--- src/design/cfd_pkg.sv ---
// ----------------------------------------------------------------------------
// cfd_pkg: shared types and constants of the checked frame deframer
// Holds store geometry, framing bytes, the result record and helper functions.
// ----------------------------------------------------------------------------
package cfd_pkg;

    localparam int STORE_DEPTH    = 256;
    localparam int MAX_PAYLOAD    = 128;
    localparam int ADDR_W         = $clog2(STORE_DEPTH);
    localparam int CNT_W          = $clog2(STORE_DEPTH + 1);
    localparam int FRAME_OVERHEAD = 5;
    localparam int WORD_BYTES     = 4;
    localparam int MAX_WORDS      = 32;
    localparam int Q_DEPTH        = 4;
    localparam int QP_W           = $clog2(Q_DEPTH);
    localparam int QC_W           = $clog2(Q_DEPTH + 1);

    localparam logic [7:0] HEAD_BYTE = 8'hA5;
    localparam logic [7:0] TAIL_BYTE = 8'h49;

    // configuration register indexes
    localparam logic CFG_LINK_UP = 1'b0;
    localparam logic CFG_TEMP    = 1'b1;

    typedef struct packed {
        logic [7:0] link_cmd;
        logic [7:0] temp_cmd;
    } cfg_t;

    typedef struct packed {
        logic        link;
        logic [31:0] temp;
        logic        last;
        logic [31:0] word;
        logic [4:0]  widx;
        logic [7:0]  cmd;
    } res_t;

    // circular store address of a sum that stays below twice the depth
    function automatic logic [ADDR_W-1:0] wrap_addr(input logic [CNT_W:0] s);
        logic [CNT_W:0] d;
        d = s;
        if (s >= (CNT_W+1)'(STORE_DEPTH)) d = s - (CNT_W+1)'(STORE_DEPTH);
        return d[ADDR_W-1:0];
    endfunction

    function automatic logic length_ok(input logic [7:0] len);
        logic ok;
        ok = (len != 8'd0) && (len[1:0] == 2'b00)
            && (int'(len) <= MAX_PAYLOAD)
            && (int'(len) <= MAX_WORDS * WORD_BYTES)
            && (int'(len) + FRAME_OVERHEAD <= STORE_DEPTH);
        return ok;
    endfunction

endpackage

--- src/design/checked_frame_deframer.sv ---
// ----------------------------------------------------------------------------
// checked_frame_deframer: head/length/checksum/tail frame extractor
// Finds 0xA5-headed frames in a byte stream and emits their payload words.
// ----------------------------------------------------------------------------
// Scan: each store read in the scanner takes a wait state and then a use state,
//   since the store read data is registered.
// Flow: a new byte is taken only in the idle state, once its scan is done; each word
//   is built from four store reads and pushed when the queue is not full.
// Reset: aresetn low clears the store count, flags, temperature and queue;
//   configuration returns to link-up 1, temperature 2. No clearing pass.
module checked_frame_deframer (
    input  logic        aclk,
    input  logic        aresetn,
    // input bytes
    input  logic        s_tvalid,
    output logic        s_tready,
    input  logic [7:0]  s_tdata,   // [7:0] rx_byte
    // payload words
    output logic        m_tvalid,
    input  logic        m_tready,
    output logic [79:0] m_tdata,   // [7:0] frame_command, [12:8] word_index,
                                   // [44:13] payload_word, [76:45] temperature_bits,
                                   // [77] motor_link_up, [79:78] zero
    output logic        m_tlast,   // last_word
    // configuration writes
    input  logic        cfg_we,
    input  logic        cfg_addr,
    input  logic [7:0]  cfg_wdata
);
    import cfd_pkg::*;

    cfg_t cfg_reg;
    logic q_full;
    logic push;
    res_t push_res;
    res_t m_res;

    // Configuration: take a write whenever enabled; the user must write only while idle (not enforced here).
    always_ff @(posedge aclk) begin
        if (!aresetn) begin
            cfg_reg.link_cmd <= 8'd1;
            cfg_reg.temp_cmd <= 8'd2;
        end else if (cfg_we) begin
            case (cfg_addr)
                CFG_LINK_UP: cfg_reg.link_cmd <= cfg_wdata;
                CFG_TEMP:    cfg_reg.temp_cmd <= cfg_wdata;
                default:     cfg_reg <= cfg_reg;
            endcase
        end
    end

    // Front: store every beat, scan, and push the words of each good frame.
    cfd_front u_front (
        .aclk     (aclk),
        .aresetn  (aresetn),
        .s_tvalid (s_tvalid),
        .s_tready (s_tready),
        .s_tdata  (s_tdata),
        .cfg      (cfg_reg),
        .push     (push),
        .push_res (push_res),
        .q_full   (q_full)
    );

    // Back: hold words until the sink takes each beat.
    cfd_back u_back (
        .aclk     (aclk),
        .aresetn  (aresetn),
        .push     (push),
        .push_res (push_res),
        .q_full   (q_full),
        .m_tvalid (m_tvalid),
        .m_tready (m_tready),
        .m_res    (m_res)
    );

    assign m_tdata = {2'b00, m_res.link, m_res.temp, m_res.word, m_res.widx, m_res.cmd};
    assign m_tlast = m_res.last;

endmodule

--- src/design/cfd_front.sv ---
// ----------------------------------------------------------------------------
// cfd_front: byte store and frame scanner
// Stores link bytes, scans for checked frames and hands payload words to the queue.
// ----------------------------------------------------------------------------
module cfd_front (
    input  logic          aclk,
    input  logic          aresetn,
    input  logic          s_tvalid,
    output logic          s_tready,
    input  logic [7:0]    s_tdata,
    input  cfd_pkg::cfg_t cfg,
    output logic          push,
    output cfd_pkg::res_t push_res,
    input  logic          q_full
);
    import cfd_pkg::*;

    typedef enum logic [4:0] {
        F_IDLE, F_CHECK, F_HWAIT, F_HUSE, F_LWAIT, F_LUSE, F_TWAIT, F_TUSE,
        F_SWAIT, F_SUSE, F_CWAIT, F_CUSE, F_MWAIT, F_MUSE, F_WWAIT, F_WUSE, F_PUSH
    } fstate_t;

    fstate_t            state_reg, state_next;
    logic [ADDR_W-1:0]  start_reg, start_next;
    logic [CNT_W-1:0]   count_reg, count_next;
    logic [CNT_W-1:0]   pos_reg, pos_next;
    logic [CNT_W-1:0]   fs_reg, fs_next;
    logic [5:0]         words_reg, words_next;
    logic [7:0]         sum_reg, sum_next;
    logic [5:0]         n_reg, n_next;
    logic [7:0]         cmd_reg, cmd_next;
    logic [31:0]        word_reg, word_next;
    logic [1:0]         bcnt_reg, bcnt_next;
    logic [4:0]         widx_reg, widx_next;
    logic [31:0]        temp_reg, temp_next;
    logic               link_reg, link_next;

    logic [CNT_W-1:0]   drop_amt;
    logic               inc;
    logic [7:0]         rd_data_reg;
    logic [ADDR_W-1:0]  raddr, waddr;
    logic [7:0]         mem [STORE_DEPTH];
    logic               last_w;
    logic               temp_hit;

    assign raddr  = wrap_addr((CNT_W+1)'(start_reg) + (CNT_W+1)'(pos_reg));
    assign waddr  = wrap_addr((CNT_W+1)'(start_reg) + (CNT_W+1)'(count_reg));
    assign last_w = ((6'(widx_reg) + 6'd1) == words_reg);
    assign temp_hit = (widx_reg == 5'd0) && (cmd_reg == cfg.temp_cmd);

    always_ff @(posedge aclk) begin
        if (s_tvalid && s_tready) begin
            mem[waddr] <= s_tdata;
        end
        rd_data_reg <= mem[raddr];
    end

    always_comb begin
        state_next = state_reg;
        pos_next   = pos_reg;
        fs_next    = fs_reg;
        words_next = words_reg;
        sum_next   = sum_reg;
        n_next     = n_reg;
        cmd_next   = cmd_reg;
        word_next  = word_reg;
        bcnt_next  = bcnt_reg;
        widx_next  = widx_reg;
        temp_next  = temp_reg;
        link_next  = link_reg;
        drop_amt   = '0;
        inc        = 1'b0;
        s_tready   = 1'b0;
        push       = 1'b0;
        push_res   = '0;
        push_res.cmd  = cmd_reg;
        push_res.widx = widx_reg;
        push_res.word = word_reg;
        push_res.last = last_w;
        push_res.temp = temp_hit ? word_reg : temp_reg;
        push_res.link = link_reg;

        case (state_reg)
            F_IDLE: begin
                s_tready = 1'b1;
                if (s_tvalid) begin
                    inc = 1'b1;
                    // full store: overwrite the oldest byte
                    if (count_reg == CNT_W'(STORE_DEPTH)) drop_amt = CNT_W'(1);
                    n_next     = '0;
                    state_next = F_CHECK;
                end
            end
            F_CHECK: begin
                if (count_reg < CNT_W'(FRAME_OVERHEAD)) begin
                    state_next = F_IDLE;
                end else begin
                    pos_next   = '0;
                    state_next = F_HWAIT;
                end
            end
            F_HWAIT: state_next = F_HUSE;
            F_HUSE: begin
                if (rd_data_reg == HEAD_BYTE) begin
                    if (pos_reg == '0) begin
                        pos_next   = CNT_W'(2);
                        state_next = F_LWAIT;
                    end else begin
                        drop_amt   = pos_reg;
                        state_next = F_CHECK;
                    end
                end else if (pos_reg + CNT_W'(1) == count_reg) begin
                    // no head anywhere: keep only the newest byte
                    drop_amt   = count_reg - CNT_W'(1);
                    state_next = F_CHECK;
                end else begin
                    pos_next   = pos_reg + CNT_W'(1);
                    state_next = F_HWAIT;
                end
            end
            F_LWAIT: state_next = F_LUSE;
            F_LUSE: begin
                if (!length_ok(rd_data_reg)) begin
                    drop_amt   = CNT_W'(1);
                    state_next = F_CHECK;
                end else begin
                    fs_next    = CNT_W'(11'(rd_data_reg) + 11'(FRAME_OVERHEAD));
                    words_next = rd_data_reg[7:2];
                    if (11'(count_reg) < 11'(rd_data_reg) + 11'(FRAME_OVERHEAD)) begin
                        state_next = F_IDLE;
                    end else begin
                        pos_next   = CNT_W'(11'(rd_data_reg) + 11'(FRAME_OVERHEAD - 1));
                        state_next = F_TWAIT;
                    end
                end
            end
            F_TWAIT: state_next = F_TUSE;
            F_TUSE: begin
                if (rd_data_reg != TAIL_BYTE) begin
                    drop_amt   = CNT_W'(1);
                    state_next = F_CHECK;
                end else begin
                    sum_next   = '0;
                    pos_next   = '0;
                    state_next = F_SWAIT;
                end
            end
            F_SWAIT: state_next = F_SUSE;
            F_SUSE: begin
                sum_next = sum_reg + rd_data_reg;
                if (11'(pos_reg) + 11'd3 == 11'(fs_reg)) begin
                    pos_next   = fs_reg - CNT_W'(2);
                    state_next = F_CWAIT;
                end else begin
                    pos_next   = pos_reg + CNT_W'(1);
                    state_next = F_SWAIT;
                end
            end
            F_CWAIT: state_next = F_CUSE;
            F_CUSE: begin
                if (sum_reg != rd_data_reg) begin
                    drop_amt   = CNT_W'(1);
                    state_next = F_CHECK;
                end else if (n_reg != '0
                        && 7'(n_reg) + 7'(words_reg) > 7'(MAX_WORDS)) begin
                    // hold the frame for a later byte
                    state_next = F_IDLE;
                end else begin
                    pos_next   = CNT_W'(1);
                    state_next = F_MWAIT;
                end
            end
            F_MWAIT: state_next = F_MUSE;
            F_MUSE: begin
                cmd_next = rd_data_reg;
                if (rd_data_reg == cfg.link_cmd) link_next = 1'b1;
                pos_next   = CNT_W'(3);
                bcnt_next  = '0;
                widx_next  = '0;
                state_next = F_WWAIT;
            end
            F_WWAIT: state_next = F_WUSE;
            F_WUSE: begin
                word_next = {rd_data_reg, word_reg[31:8]};
                pos_next  = pos_reg + CNT_W'(1);
                bcnt_next = bcnt_reg + 2'd1;
                state_next = (bcnt_reg == 2'd3) ? F_PUSH : F_WWAIT;
            end
            F_PUSH: begin
                if (!q_full) begin
                    push = 1'b1;
                    if (temp_hit) temp_next = word_reg;
                    n_next    = n_reg + 6'd1;
                    widx_next = widx_reg + 5'd1;
                    if (last_w) begin
                        drop_amt   = fs_reg;
                        state_next = F_CHECK;
                    end else begin
                        state_next = F_WWAIT;
                    end
                end
            end
            default: state_next = F_IDLE;
        endcase

        start_next = wrap_addr((CNT_W+1)'(start_reg) + (CNT_W+1)'(drop_amt));
        count_next = count_reg - drop_amt + CNT_W'(inc);
    end

    always_ff @(posedge aclk) begin
        if (!aresetn) begin
            state_reg <= F_IDLE;
            start_reg <= '0;
            count_reg <= '0;
            sum_reg   <= '0;
            n_reg     <= '0;
            temp_reg  <= '0;
            link_reg  <= 1'b0;
        end else begin
            state_reg <= state_next;
            start_reg <= start_next;
            count_reg <= count_next;
            sum_reg   <= sum_next;
            n_reg     <= n_next;
            temp_reg  <= temp_next;
            link_reg  <= link_next;
        end
        pos_reg   <= pos_next;
        fs_reg    <= fs_next;
        words_reg <= words_next;
        cmd_reg   <= cmd_next;
        word_reg  <= word_next;
        bcnt_reg  <= bcnt_next;
        widx_reg  <= widx_next;
    end

    a_count_bound: assert property (@(posedge aclk) disable iff (!aresetn)
        count_reg <= CNT_W'(STORE_DEPTH))
        else $error("store count beyond depth");
    a_accept_scan: assert property (@(posedge aclk) disable iff (!aresetn)
        s_tvalid && s_tready |=> state_reg == F_CHECK)
        else $error("accepted byte not scanned");
    a_head_pos: assert property (@(posedge aclk) disable iff (!aresetn)
        state_reg == F_HUSE |-> pos_reg < count_reg)
        else $error("head search beyond buffered bytes");
    a_push_room: assert property (@(posedge aclk) disable iff (!aresetn)
        push |-> !q_full)
        else $error("push into full queue");

endmodule

--- src/design/cfd_back.sv ---
// ----------------------------------------------------------------------------
// cfd_back: result queue and output stage
// Buffers payload words from the scanner and presents them on the result stream.
// ----------------------------------------------------------------------------
module cfd_back (
    input  logic          aclk,
    input  logic          aresetn,
    input  logic          push,
    input  cfd_pkg::res_t push_res,
    output logic          q_full,
    output logic          m_tvalid,
    input  logic          m_tready,
    output cfd_pkg::res_t m_res
);
    import cfd_pkg::*;

    res_t            q_mem [Q_DEPTH];
    logic [QP_W-1:0] wptr_reg, rptr_reg;
    logic [QC_W-1:0] qcount_reg;
    logic            pop;

    assign q_full   = (qcount_reg == QC_W'(Q_DEPTH));
    assign m_tvalid = (qcount_reg != '0);
    assign m_res    = q_mem[rptr_reg];
    assign pop      = m_tvalid && m_tready;

    always_ff @(posedge aclk) begin
        if (push) q_mem[wptr_reg] <= push_res;
    end

    always_ff @(posedge aclk) begin
        if (!aresetn) begin
            wptr_reg   <= '0;
            rptr_reg   <= '0;
            qcount_reg <= '0;
        end else begin
            if (push) wptr_reg <= wptr_reg + QP_W'(1);
            if (pop)  rptr_reg <= rptr_reg + QP_W'(1);
            qcount_reg <= qcount_reg + QC_W'(push) - QC_W'(pop);
        end
    end

    a_q_bound: assert property (@(posedge aclk) disable iff (!aresetn)
        qcount_reg <= QC_W'(Q_DEPTH))
        else $error("queue count beyond depth");
    a_q_ptrs: assert property (@(posedge aclk) disable iff (!aresetn)
        qcount_reg == '0 |-> wptr_reg == rptr_reg)
        else $error("empty queue with split pointers");

endmodule

--- config.mk ---
export PLATFORM = sky130hd
export DESIGN_NAME = checked_frame_deframer
export DESIGN_NICKNAME = d
export VERILOG_FILES = /design/src/design/cfd_pkg.sv /design/src/design/checked_frame_deframer.sv /design/src/design/cfd_front.sv /design/src/design/cfd_back.sv
export SDC_FILE = /design/constraint.sdc
export NUM_CORES = 2
export LEC_CHECK = 0
export BUFFER_PORTS_ARGS = -buffer_cell sky130_fd_sc_hd__buf_2
export CORE_ASPECT_RATIO = 0.7
export CORE_MARGIN = 5
export CORE_UTILIZATION = 57
export CTS_CLUSTER_DIAMETER = 200
export DETAILED_ROUTE_END_ITERATION = 6
export GPL_TIMING_DRIVEN = 0
export PLACE_DENSITY = 0.81
export SETUP_SLACK_MARGIN = 0.5
export SYNTH_ARGS = -nofsm -noshare
export SYNTH_HDL_FRONTEND = slang
export SYNTH_SLANG_ARGS = --single-unit
--- constraint.sdc ---
create_clock -name aclk -period 10.02 [get_ports aclk]
set_input_delay 1.002 -clock aclk [delete_from_list [all_inputs] [get_ports aclk]]
set_output_delay 1.002 -clock aclk [all_outputs]
set_load 0.005 [all_outputs]
### After elaboration in Yosys (flattened, before gate mapping)

Memory sizes are Yosys's and may differ from the RTL's. A register that Yosys moved wholly into a read port is not among the register bits.
Cells that the tools add are included.

* bits in registers: 163
* bits in writable memories: 2364
* output and inout bits: 83
* logic and storage cells: 183
* memories kept: 2

* $add $sub $neg: 25
* magnitude comparators: 8
* equal/unequal tests: 37
* multiplexer cells: 60
* bitwise operators: 2
* reductions and logical operators: 30

Memory list
* u_front.mem: depth 256, width 8, rd ports 1, clocked after memory_dff 1, write ports 1, RTL line cfd_front.sv:42 `logic [7:0] mem [STORE_DEPTH];`
* u_back.q_mem: depth 4, width 79, rd ports 1, clocked after memory_dff 1, write ports 1, RTL line cfd_back.sv:17 `res_t q_mem [Q_DEPTH];`

Operator list (number)
* two-way mux 9 bit: 16
* one-hot mux 5 bit (17 select lines): 1
* one-hot mux 9 bit (8 select lines): 1
* one-hot mux 9 bit (6 select lines): 1
* == test 5 x 4 -> 1 bit (second input constant): 8
* two-way mux 5 bit: 7
* less-or-equal comparator 32 x 10 -> 1 bit (second input constant): 1
* two-way mux 32 bit: 1
* two-way mux 8 bit: 4
* adder 8 x 9 -> 10 bit: 3
* greater-or-equal comparator 10 x 9 -> 1 bit (second input constant): 3
* adder 8 x 3 -> 9 bit (second input constant): 3
* subtractor 8 x 1 -> 8 bit (second input constant): 3
* == test 5 x 3 -> 1 bit (second input constant): 4
* == test 8 bit: 2
* one-hot mux 8 bit (2 select lines): 1
* AND reduction 2 bit: 8
* nonzero test 8 bit: 2
* inequality test 2 bit (second input constant): 7
* two-way mux 1 bit: 13
* two-way mux 4 bit: 3
* two-way mux 6 bit: 2
* one-hot mux 6 bit (2 select lines): 1
* == test 11 x 9 -> 1 bit: 1
* 46 further kinds: 66

### Depth between registers and ports, before layout

* depth after elaboration: 10
* depth in mapped cells: 21

### Hierarchy

From an unflattened synthesis, not the netlist that was laid out.

* cells, all modules: 5215
* area, all modules: 102711.0 um2

Modules (own cells, without submodules)
* cfd_front: instances 1, cells each 4690, area each 90217.8 um2, sequential area each 65172.5 um2
* cfd_back: instances 1, cells each 458, area each 11857.6 um2, sequential area each 9669.3 um2
* checked_frame_deframer: instances 1, cells each 67, area each 635.6 um2, sequential area each 320.3 um2

### Least setup slack after synthesis

No wires, ideal clock.

* path kind: register to register
* from: register u_front.pos_reg[0]
* to: register u_front.count_reg[8]
* setup time: 0.071 ns
* arrival time: 4.654 ns
* path slack: 5.295 ns
* cell stages (with the launch flop): 22
* path buffers: 1
* cell sequence: edfxtp_1 -> buf_2 -> inv_1 -> ha_1 -> xor2_1 -> nor2_1 -> o2111ai_1 -> nor4b_4 -> and2_1 -> o211ai_1 -> o21ai_0 -> ha_1 -> inv_1 -> ha_1 -> fa_1 -> a21o_1 -> a21oi_1 -> o21ai_0 -> o41ai_1 -> xor2_1 -> or4_1 -> a21oi_1

* word-level cells in the longest chain between the ends: 7

Ends and longest elaborated chain
* from (decl): RTL line cfd_front.sv:26 `logic [CNT_W-1:0] pos_reg, pos_next;`
* from (signal assigned): RTL line cfd_front.sv:228 `pos_reg <= pos_next;`
* adder 9 x 1 -> 9 bit: RTL line cfd_front.sv:112 `end else if (pos_reg + CNT_W'(1) == count_reg) begin`
* == test 9 bit: RTL line cfd_front.sv:112
* two-way mux 9 bit: RTL line cfd_front.sv:112
* two-way mux 9 bit *: RTL line cfd_front.sv:104 `if (rd_data_reg == HEAD_BYTE) begin`
* one-hot mux 9 bit (6 select lines) *: RTL line cfd_front.sv:83 `case (state_reg)`
* subtractor 9 bit *: RTL line cfd_front.sv:207 `count_next = count_reg - drop_amt + CNT_W'(inc);`
* adder 9 x 1 -> 9 bit *: RTL line cfd_front.sv:207
* to (signal assigned): RTL line cfd_front.sv:222 `count_reg <= count_next;`
* to (decl): RTL line cfd_front.sv:25 `logic [CNT_W-1:0] count_reg, count_next;`

Mark *: on every way between the ends. The rest lies on a longest branch, timed or not.
A chain may end at the register's enable or synchronous reset.

### Worst setup path after layout

* from: register u_front.rd_data_reg[0] (read register of u_front.mem)
* to: register u_front.count_reg[8]

* word-level cells in the longest chain between the ends: 9

Ends and longest elaborated chain
* from (decl): RTL line cfd_front.sv:40 `logic [7:0] rd_data_reg;`
* parallel branches: the longest is 6 deep, another holds less-or-equal comparator 32 x 10 -> 1 bit
* one-hot mux 9 bit (6 select lines) *: RTL line cfd_front.sv:83
* subtractor 9 bit *: RTL line cfd_front.sv:207
* adder 9 x 1 -> 9 bit *: RTL line cfd_front.sv:207

Mark *: on every way between the ends.

==> run summary <==
launch point of the worst path - u_front.rd_data_reg[0]
top cells by area, synth - edfxtp_1 71%, mux4_2 14%, dfxtp_1 2.0%
Slowest-stage cell, CP - dfxtp_1
area share of the largest cell type after synthesis - 71.4%
post-route insts no fill - 8,159
H-Tree Depth - 4
NumNets Final - 5,683
# Post-CTS Setup Buffers - 0
CP startpoint kind - flop
clock latency on the worst-skew pair - 0.88 ns
I/O pins - 105
1st-pass router iterations - 7
Crit Path Max Fanout - 10
final core utilization - 63.5%
Power Density - 218 mW/mm^2
TritonCTS clock tree - done
Die Wd - 516 um
cell area after synthesis - 0.102 mm^2
Max Fclk - 156 MHz
post-synthesis cell type count - 97
Initial DRC Count - 10,900
clk sinks - 2,537
CP arrival - 7.19 ns
Syn Inst Count - 5,229
violated checks - design-rule violations, max-capacitance violations, max-slew violations
final wirelength - 286,000 um
synthesized flop and latch total - 2,537
Top FF cell, synth - edfxtp_1
Syn Area/Cell - 19.6 um^2
FF-to-FF Start - u_front.rd_data_reg[0]
layout cells sized above 1 - 24.0%
area grow syn2layout - 10.9%
Final Max Slew Viols - 62
most common cell after layout, fill and taps aside - edfxtp_1
Die H - 365 um
Die ar. - 0.188 mm^2
max reg flops - 2,048
worst vdd ir - 0.236 mV
Critical Path End Type - flop
final hold violations - 0
sequential fraction of the synthesis area - 73.4%
fin worst setup slack - 3.60 ns
total of max-cap violations - 6
largest net degree at the start of global routing - 146
Hold WC Path Type - in2reg
worst slew pin tran - 1.72 ns
DP Cell Count - 7,726
Final Wtd Congestion - 0.950
cell family with most CP delay - compound AO/OA/AOI/OAI gates
drt drc - 1
YS warnings - 0
vias per std cell - 7.08
CP required - 10.79 ns
clock slew at reported path FFs - 0.07 ns
CTS hold repair buffers - 0
Slew Limit Headroom - -14.6%
core area - 0.179 mm^2
pre-CTS setup slack - 3.89 ns
fin crit share - 64.1%
FP Rows - 130
CP peak stage delay - 0.78 ns
hold path start - cfg_wdata[0]
Leak - 35.7 nW
post-CTS resize count - 0
critical path class - reg2reg
crit-path cells - ha_1 -> nand2b_1 -> nor4_1 -> clkbuf_1 -> nand3_1 -> o211ai_1 -> o21ai_0 -> ha_1 -> inv_1 -> ha_1 -> fa_1 -> a21o_1 -> a21oi_1 -> o21ai_0 -> o41ai_1 -> xor2_1 -> or4_1 -> a21oi_1
PortBufs - 102
initial core utilization - 57.2%
Biggest register - u_front.mem
cell mode on critical path - ha_1
Layout Skew - 0.0622 ns
asr flop ratio synth - 0%
first-pass GRT wire length - 405,000 um
Fillers - 11,400
Largest regs - u_front.mem x2048, u_back.q_mem x316
WP buf/inv - 2
most frequent cells in the layout - 2,435 x edfxtp_1, 648 x mux4_2, 376 x nor2_1, 227 x nand3_1, 225 x clkbuf_16
total grt overflow - 0
vias in the first global route - 56,200
fin crit period - 6.42 ns
final setup vio count - 0
DP HPWL - 181,000 um
total CTS buffers - 220
DRT antenna net count - 0
All-Layer GR Usage - 30.3%
outcome - finished with violations
clock buffer depth - 3
unrepaired setup endpoints after global routing - false
total number of vias - 57,800
EDFF count, synth - 2,435
area leader, netlist - edfxtp_1
antenna violations before repair - 21
Setup Total Neg Slack - 0 ns
Routed wire per std cell - 35.0 um
Root Driver - clkbuf_16
==> power by group <==
part | internal, W | total [W] | switching, W | leakage [nW]
logic | 0.00171 | 0.00447 | 0.00276 | 9.48
registers | 0.0117 | 0.0118 | 0.000135 | 22.8
clock network | 0.00461 | 0.00847 | 0.00386 | 3.44
total | 0.0180 | 0.0248 | 0.00675 | 35.7
==> synthesized netlist by cell type, types with 6 or more instances <==
cell type and count:
edfxtp_1 2435, mux4_2 648, nor2_1 376, nand3_1 227
clkbuf_1 139, nand2_1 134, dfxtp_1 102, o21ai_0 97
a21oi_1 89, ha_1 81, buf_2 79, buf_4 58
nand4_1 58, nor3_1 56, xnor2_1 56, inv_1 55
a31oi_1 41, xor2_1 41, mux2_2 34, mux2i_1 33
nor2_2 26, and3_1 24, buf_1 24, a32o_1 22
nor2b_1 17, and2_1 16, o21a_1 15, a211oi_1 14
nor4_1 12, o2111ai_2 12, a21o_1 10, nand2b_1 10
a41oi_1 9, buf_6 9, nor4_2 9, nor3b_1 8
fa_1 7, o211ai_1 6, o221ai_1 6, xnor3_1 6
==> worst paths after layout <==
| check | to | slack (ns) | cells after the start |
|---|---|---|---|
| worst max-delay path | u_front.count_reg[8] | 3.60 | 18 |
| worst min-delay path | cfg_reg[8] | 0.38 | 3 |
| worst max register to register | u_front.count_reg[8] | 3.60 | 18 |
| worst min register to register | cfg_reg[14] | 0.48 | 2 |
==> kinds of logic (layout without fill, tap and decap cells) <==
family / Yosys count / in the layout / synth area share [%]
AO/OA/AOI/OAI: 397 / 397 / 2.83
XOR/XNOR: 111 / 111 / 1.12
adder cells (fa/ha/maj): 88 / 88 / 1.13
buffers and inverters: 370 / 888 / 1.79
flip-flops: 2537 / 2537 / 73.4
multiplexers: 715 / 715 / 15.0
other: 1 / 37 / 0.00366
AND/OR/NAND/NOR: 1010 / 1010 / 4.74
==> stage by stage <==
step	hold WS (ns)	power (W)	instance area, um^2
final	0.377	0.0248	114000
after global routing	0.360	0.0254	113000
after CTS	0.342	0.0246	113000
after detailed placement	0.463	0.0163	106000
after global placement	0.454	0.0162	106000
after floorplan	0.438	0.0147	102000
==> area by class of cell <==
class	instances	area, um^2	share of cell area [%]
Buffer	313	1630	1.44
Clock inverter	104	1020	0.898
Sequential cell	2537	75200	66.2
Tap cell	2376	2970	2.62
Antenna cell	35	87.6	0.0771
Timing Repair Buffer	121	1050	0.927
Inverter	57	214	0.188
Multi-Input combinational cell	2323	25400	22.4
Clock buffer	293	5990	5.27
==> worst reg2reg max path, cell delays in order (launching register included) <==
cell	delay (ns)
dfxtp_1	0.78
ha_1	0.28
nand2b_1	0.08
nor4_1	0.68
clkbuf_1	0.46
nand3_1	0.24
o211ai_1	0.44
o21ai_0	0.31
ha_1	0.35
inv_1	0.04
ha_1	0.21
fa_1	0.47
a21o_1	0.23
a21oi_1	0.24
o21ai_0	0.20
o41ai_1	0.40
xor2_1	0.22
or4_1	0.56
a21oi_1	0.16
==> layer usage <==
metal  wire length, um  global-route usage [%]  vias to the layer above
met4             12400                    11.3                       14
met5               294                   0.761                        -
li1                  -                       -                    22100
met1            101000                    42.4                    29400
met2            124000                    42.6                     5446
met3             47500                    13.2                      866
Note: power is estimated with default switching activity, not from simulation.
